**src/satt_pkg.sv**
```systemverilog
package satt_pkg;

    // Command codes
    localparam logic [1:0] CMD_PROBE = 2'd0;
    localparam logic [1:0] CMD_STORE = 2'd1;
    localparam logic [1:0] CMD_CLEAR = 2'd2;

    // Bound kinds
    localparam logic [1:0] BND_EXACT = 2'd3;

    // Register map (word index on the APB port)
    localparam logic REG_GENERATION   = 1'b0;
    localparam logic REG_CLUSTER_BITS = 1'b1;

    localparam int TAG_W = 32;

    // One stored way: 106 bits
    typedef struct packed {
        logic [TAG_W-1:0] tag;
        logic [15:0]      score;
        logic [1:0]       bound;
        logic [15:0]      depth;
        logic [15:0]      move;
        logic [15:0]      eval;
        logic [7:0]       gen;
    } entry_t;

    // Input beat
    typedef struct packed {
        logic [1:0]         command;
        logic [63:0]        position_key;
        logic signed [15:0] score;
        logic [1:0]         bound_kind;
        logic signed [15:0] search_depth;
        logic [15:0]        best_move;
        logic signed [15:0] static_eval;
    } item_t;

    // Output beat
    typedef struct packed {
        logic               hit;
        logic [1:0]         way_index;
        logic signed [15:0] found_score;
        logic [1:0]         found_bound;
        logic signed [15:0] found_depth;
        logic [15:0]        found_move;
        logic signed [15:0] found_eval;
        logic [7:0]         found_generation;
    } result_t;

    // Controller to datapath
    typedef struct packed {
        logic load;      // latch item, read its cluster
        logic fire;      // evaluate, write back, load result
        logic sweep_wr;  // write an empty row at the sweep address
    } ctrl_cmd_t;

    // Datapath to controller
    typedef struct packed {
        logic item_is_clear;
        logic out_free;
    } dp_status_t;

    function automatic result_t make_result(logic hit, logic [1:0] way, entry_t e);
        result_t r;
        r.hit              = hit;
        r.way_index        = way;
        r.found_score      = e.score;
        r.found_bound      = e.bound;
        r.found_depth      = e.depth;
        r.found_move       = e.move;
        r.found_eval       = e.eval;
        r.found_generation = e.gen;
        return r;
    endfunction

endpackage

```
**src/satt_ctrl.sv**
```systemverilog
module satt_ctrl #(
    parameter int MAX_CLUSTER_BITS = 12
) (
    input  logic                          clk,
    input  logic                          rst_n,
    input  logic                          item_valid,
    output logic                          item_ready,
    input  satt_pkg::dp_status_t          status,
    output satt_pkg::ctrl_cmd_t           cmd,
    output logic [MAX_CLUSTER_BITS-1:0]   sweep_addr
);
    import satt_pkg::*;

    typedef enum logic [2:0] {
        ST_INIT_SWEEP,
        ST_IDLE,
        ST_EVAL,
        ST_CLR_SWEEP
    } state_t;

    state_t                        state_reg, state_next;
    logic [MAX_CLUSTER_BITS-1:0]   cnt_reg, cnt_next;
    logic                          sweep_last;
    logic                          accept;

    assign item_ready = (state_reg == ST_IDLE);
    assign accept     = item_valid && item_ready;
    assign sweep_last = (cnt_reg == {MAX_CLUSTER_BITS{1'b1}});
    assign sweep_addr = cnt_reg;

    // Commands to the datapath
    always_comb
    begin
        cmd.load     = accept;
        cmd.fire     = (state_reg == ST_EVAL) && status.out_free;
        cmd.sweep_wr = (state_reg == ST_INIT_SWEEP) || (state_reg == ST_CLR_SWEEP);
    end

    // Next state
    always_comb
    begin
        state_next = state_reg;
        cnt_next   = cnt_reg;
        unique case (state_reg)
            ST_INIT_SWEEP:
            begin
                cnt_next = cnt_reg + 1'b1;
                if (sweep_last)
                    state_next = ST_IDLE;
            end
            ST_IDLE:
            begin
                if (accept)
                    state_next = status.item_is_clear ? ST_CLR_SWEEP : ST_EVAL;
            end
            ST_EVAL:
            begin
                if (status.out_free)
                    state_next = ST_IDLE;
            end
            ST_CLR_SWEEP:
            begin
                cnt_next = cnt_reg + 1'b1;
                if (sweep_last)
                    state_next = ST_EVAL;
            end
            default:
            begin
                state_next = ST_IDLE;
            end
        endcase
    end

    always_ff @(posedge clk or negedge rst_n)
    begin
        if (!rst_n)
        begin
            state_reg <= ST_INIT_SWEEP;
            cnt_reg   <= '0;
        end
        else
        begin
            state_reg <= state_next;
            cnt_reg   <= cnt_next;
        end
    end

endmodule

```
**config.mk**
```make
export PLATFORM = sky130hd
export DESIGN_NAME = satt_ctrl
export DESIGN_NICKNAME = d
export VERILOG_FILES = /design/src/satt_pkg.sv /design/src/satt_ctrl.sv
export SDC_FILE = /design/constraint.sdc
export NUM_CORES = 1
export LEC_CHECK = 0
export BUFFER_PORTS_ARGS = -buffer_cell sky130_fd_sc_hd__clkbuf_2
export CORE_MARGIN = 4
export CORE_UTILIZATION = 40
export CTS_CLUSTER_SIZE = 8
export DETAILED_ROUTE_END_ITERATION = 16
export SLEW_MARGIN = 0
export SYNTH_ARGS = -nofsm -noshare
export SYNTH_HDL_FRONTEND = slang
export SYNTH_SLANG_ARGS = --single-unit
```
**constraint.sdc**
```tcl
create_clock -name clk -period 2.2 [get_ports clk]
set_clock_uncertainty 0.2 [all_clocks]
set_input_delay 0.11 -clock clk [delete_from_list [all_inputs] [get_ports clk]]
set_output_delay 0.11 -clock clk [all_outputs]
set_load 0.05 [all_outputs]
```
After elaboration in Yosys (flattened, before gate mapping)
Cells that the tools add are included.
{ "word_totals": {"ramBits": 0, "n_memories": 0, "word_cells": 23, "register_bits": 15, "output_inout_bits": 16, "romBits": 0, "latchBits": 0, "inputBits": 5} }
{ "op_classes": {"n_bitwise": 0, "n_div": 0, "add_sub_neg": 1, "shifts": 0, "n_lt_le_gt_ge": 0, "n_mux": 6, "mul": 0, "n_eq_ne": 8, "n_reduce_logical": 6} }
{ "op_table": {"columns": ["cell", "n"], "rows": [
  ["12-bit by 1-bit adder with 12-bit output, second input constant", 1],
  ["12-bit == test, second input constant", 1],
  ["3-bit 2-to-1 mux", 4],
  ["3-bit case mux with 4 select lines", 1],
  ["3-bit by 2-bit == test with 1-bit output, second input constant", 2],
  ["2-bit inequality test, second input constant", 3],
  ["4-bit AND reduction", 1],
  ["3-bit by 1-bit == test with 1-bit output, second input constant", 1],
  ["3-bit zero test", 1],
  ["1-bit logical AND", 2],
  ["2-bit by 1-bit inequality test with 1-bit output, second input constant", 1],
  ["2-bit OR reduction", 1],
  ["1-bit logical OR", 1],
  ["1-bit 2-to-1 mux", 1]
]} }

Longest topological paths before layout
{ "logic_depth": {"word_depth": 4, "depth_mapped": 7, "mapped_depth_nobuf": 6} }

Worst setup path before layout
Ideal clock, no wire load.
{ "synth_path": {"path_type": "reg2reg", "from": "reg state_reg[0]", "to": "reg cnt_reg[9], in the netlist sweep_addr[9]", "required_time_ns": 1.859, "n_path_buf": 1, "synth_period_minus_slack_ns": 2.086, "setup_time_ns": 0.141, "stages_incl_launch_ff": 8, "t_arrival_ns": 1.745, "slack_ns": 0.114, "path_cell_list": "dfrtp_1 -> inv_1 -> ha_1 -> inv_1 -> and4_1 -> buf_2 -> nand4_1 -> xnor2_1"} }
{ "synth_between": {"elab_chain_cells": 2, "elab_cells_between_ends": 3, "classes_between": "eq/ne: 1; reduce/logical: 2"} }
{ "synth_rtl": {"columns": ["item", "line", "source"], "rows": [
  ["start, declared", "satt_ctrl.sv:21", "state_t state_reg, state_next;"],
  ["start signal, assigned", "satt_ctrl.sv:83", "state_reg <= state_next;"],
  ["3-bit by 2-bit == test with 1-bit output or 3-bit zero test (tied branches)", "satt_ctrl.sv:44", "unique case (state_reg)"],
  ["2-bit OR reduction (no source line) *", null, null],
  ["end signal, assigned", "satt_ctrl.sv:84", "cnt_reg <= cnt_next;"],
  ["end, declared", "satt_ctrl.sv:22", "logic [MAX_CLUSTER_BITS-1:0] cnt_reg, cnt_next;"]
]} }
Every way passes the cells marked *; elsewhere a longest branch is shown, timed or not.
A chain may end at the register's enable or synchronous reset.

Worst setup path after layout
{ "layout_path": {"from": "reg state_reg[0]", "to": "reg cnt_reg[11], in the netlist sweep_addr[11]"} }
The elaborated chain is that of the path after synthesis.

==> flow_metrics.py <==
metrics = {
    "logic_synthesis": {
        "synth_top_family_by_area": "simple AND/OR/NAND/NOR gates",
        "postSynth.asyncResetShare_pct": 100,
        "synth_top_area_share_pct": 49.0,
        "syn_avg_cell_area_um2": 11.4,
        "seq_area_frac_synth_pct": 49.0,
        "synth-seq-cells": 14,
        "synth_top_cell_by_area": "dfrtp_1",
        "synth_nets": 73,
        "yosys_most_used_dff": "dfrtp_1",
        "synthTopCellsByArea": "dfrtp_1 49%, xnor2_1 12%, ha_1 8.7%",
        "synth.area.mux_share_pct": 4.37,
        "synthDistinctLibCells": 21,
        "ys_warn_count": 0,
        "synth_compound_area_share_pct": 2.97,
        "syn_area_um2": 716,
        "netlist_instances": 63,
        "yosys.area_share.simple_pct": 15.6,
        "synth_edf_count": 0,
        "synth-adder-area-share_pct": 8.74,
        "synth_xor_area_share_pct": 13.5,
    },
    "clocking": {
        "clock_latency_ns": 0.27,
        "cts-resized-gates": 0,
        "postCtsSetupBuffers": 0,
        "cts_buffer_depth": 2,
        "cts_tree": "built",
        "ctsHtreeMaxLevel": 1,
        "clk_pin_slew_ns": 0.08,
        "cts_root_buf": "clkbuf_4",
        "cts_sinks": 14,
        "cts_buffers": 3,
    },
    "cells_and_area": {
        "final_common_cell": "clkbuf_2",
        "drive_above_1_share_pct": 30.6,
        "fillCellCount": 169,
        "num-nets-final": 97,
        "syn2layout_area_growth_pct": 21.0,
        "stdcell_count": 110,
        "layout_common_cells": "20 x clkbuf_2, 14 x dfrtp_1, 10 x xnor2_1, 5 x inv_1, 5 x ha_1",
        "largest_register_ffs": 12,
        "diodes": 0,
    },
    "global_route": {
        "grt_pass1_vias": 485,
        "grt_overflow_total": 0,
        "antenna_found_initial": 0,
        "grt_max_degree": 15,
        "grt_pass1_wl_um": 2130,
        "grt_usage_pct": 11.6,
    },
    "sta": {
        "final-hold-violation-count": 0,
        "drv_slew": 0,
        "rsz0062_at_grt": "false",
        "period_share_pct": 82.4,
        "max_freq_ghz": 0.551,
        "relSlewSlack_pct": 76.7,
        "period_needed_ns": 1.81,
        "finalSetupViolations": 0,
        "fin_tns_setup_ns": 0,
        "worstMarginPinSlew_ns": 0.349,
    },
    "route": {
        "routed_wl_um": 1210,
        "wl_per_cell_um": 11.0,
        "ant_nets": 0,
        "drc": 0,
        "firstDrtPassIters": 4,
        "vias_per_cell": 4.55,
        "drt_iter0_markers": 5,
        "vias": 501,
    },
    "worst_setup_path": {
        "r2r_slack_ns": 0.39,
        "startpoint_type": "register",
        "criticalPathCategory": "reg -> reg",
        "critPathMaxFanout": 5,
        "crit_arrival_ns": 1.78,
        "endpoint_kind": "register",
        "worstPathRequired_ns": 2.16,
    },
    "min_path": {
        "hp-class": "in -> reg",
    },
    "placed_design": {
        "dp_cells": 105,
        "io_buffers": 20,
        "gp_congestion": 0.729,
        "dp_hpwl_um": 936,
    },
    "flow_run": {
        "cap_violations": 0,
    },
    "floorplanning": {
        "num_rows": 15,
        "core_um2": 1710,
        "start_util_pct": 41.9,
        "die_width_um": 50.3,
        "die_area_um2": 2530,
        "die_y_um": 50.3,
        "pin_count": 21,
    },
    "power": {
        "peakVddDrop_uv": 246,
        "power_density_nw_per_um2": 471,
        "power_leakage_nw": 0.450,
    },
    "outcome": {
        "status": "finished, final reports clean",
    },
}
## per-stage QoR
stage	total power, mW	hold WS [ns]	cell area [um2]	utilization [%]	worst slack (ns)
final	0.408	0.0388	866	50.7	0.386
after global routing	0.431	0.0586	866	50.7	0.249
after CTS	0.414	0.0385	866	50.7	0.376
after detailed placement	0.272	-0.167	823	48.2	0.390
after global placement	0.271	-0.168	823	48.2	0.432
after floorplan	0.263	-0.386	716	-	0.114
## cell families (layout without fill, tap and decap cells)
group,count (synthesis),in the layout
and+or+nand+nor,19,19
xor gates and xnor gates,11,11
buffers and inverters,8,30
muxes,3,3
DFF,14,14
adders and majority gates,5,5
AOI/OAI and AO/OA,3,3
## layer usage
metal | up-vias | share of wire, % | track usage [%] | wire length (um)
met4 | 0 | 0 | 6.73 | 0
met5 | - | 0 | 0 | 0
li1 | 258 | - | - | -
met1 | 230 | 49 | 14.5 | 585
met3 | 0 | 6.7 | 4.15 | 81
met2 | 13 | 45 | 17.0 | 538
## what timing repair did
| action | in CTS | in global routing |
|---|---|---|
| hold endpoints to repair | 15 | 0 |
| hold buffers | 2 | 0 |
| endpoints found under the setup margin | 0 | 0 |
## power by group
group	internal, mW	switching (mW)
clock	0.0633	0.0756
sequential	0.257	0
combinational	0.00506	0.00660
## path summary, 6_finish.rpt
kind / endpoint / cells past startpoint / from
hold reg to reg: sweep_addr[11]$_DFFE_PN0P_ / 1 / sweep_addr[11]$_DFFE_PN0P_
hold / removal: state_reg[1]$_DFFE_PN0P_ / 5 / status[0]
min in group asynchronous: sweep_addr[11]$_DFFE_PN0P_ / 2 / rst_n
setup / recovery: sweep_addr[11]$_DFFE_PN0P_ / 6 / state_reg[0]$_DFFE_PN0P_
setup reg to reg: sweep_addr[11]$_DFFE_PN0P_ / 6 / state_reg[0]$_DFFE_PN0P_
max in group asynchronous: sweep_addr[4]$_DFFE_PN0P_ / 2 / rst_n
## worst max-delay path, cell delays in order, from the launching register on
cell     delay (ns)
dfrtp_1        0.38
inv_1          0.08
ha_1           0.34
inv_1          0.12
and4_1         0.31
nand4_1        0.14
xnor2_1        0.14
## final cells by class
cell class | instances | area (um2) | share of cell area, %
multi-input combinational | 41 | 323 | 37.3
timing repair buffer | 22 | 120 | 13.9
clock buffer | 3 | 22.5 | 2.60
sequential | 14 | 350 | 40.5
tap | 25 | 31.3 | 3.61
inverter | 5 | 18.8 | 2.17
## cells in the mapped netlist, types with 2 or more instances
cell type / number
inv_1: 5
nand3_1: 3
and4_1: 2
and3_1: 3
nor2_1: 2
and2_1: 2
dfrtp_1: 14
xnor2_1: 10
nand2_1: 3
mux2i_1: 2
ha_1: 5
nand4_1: 3
Note: power is estimated with default switching activity, not from simulation.
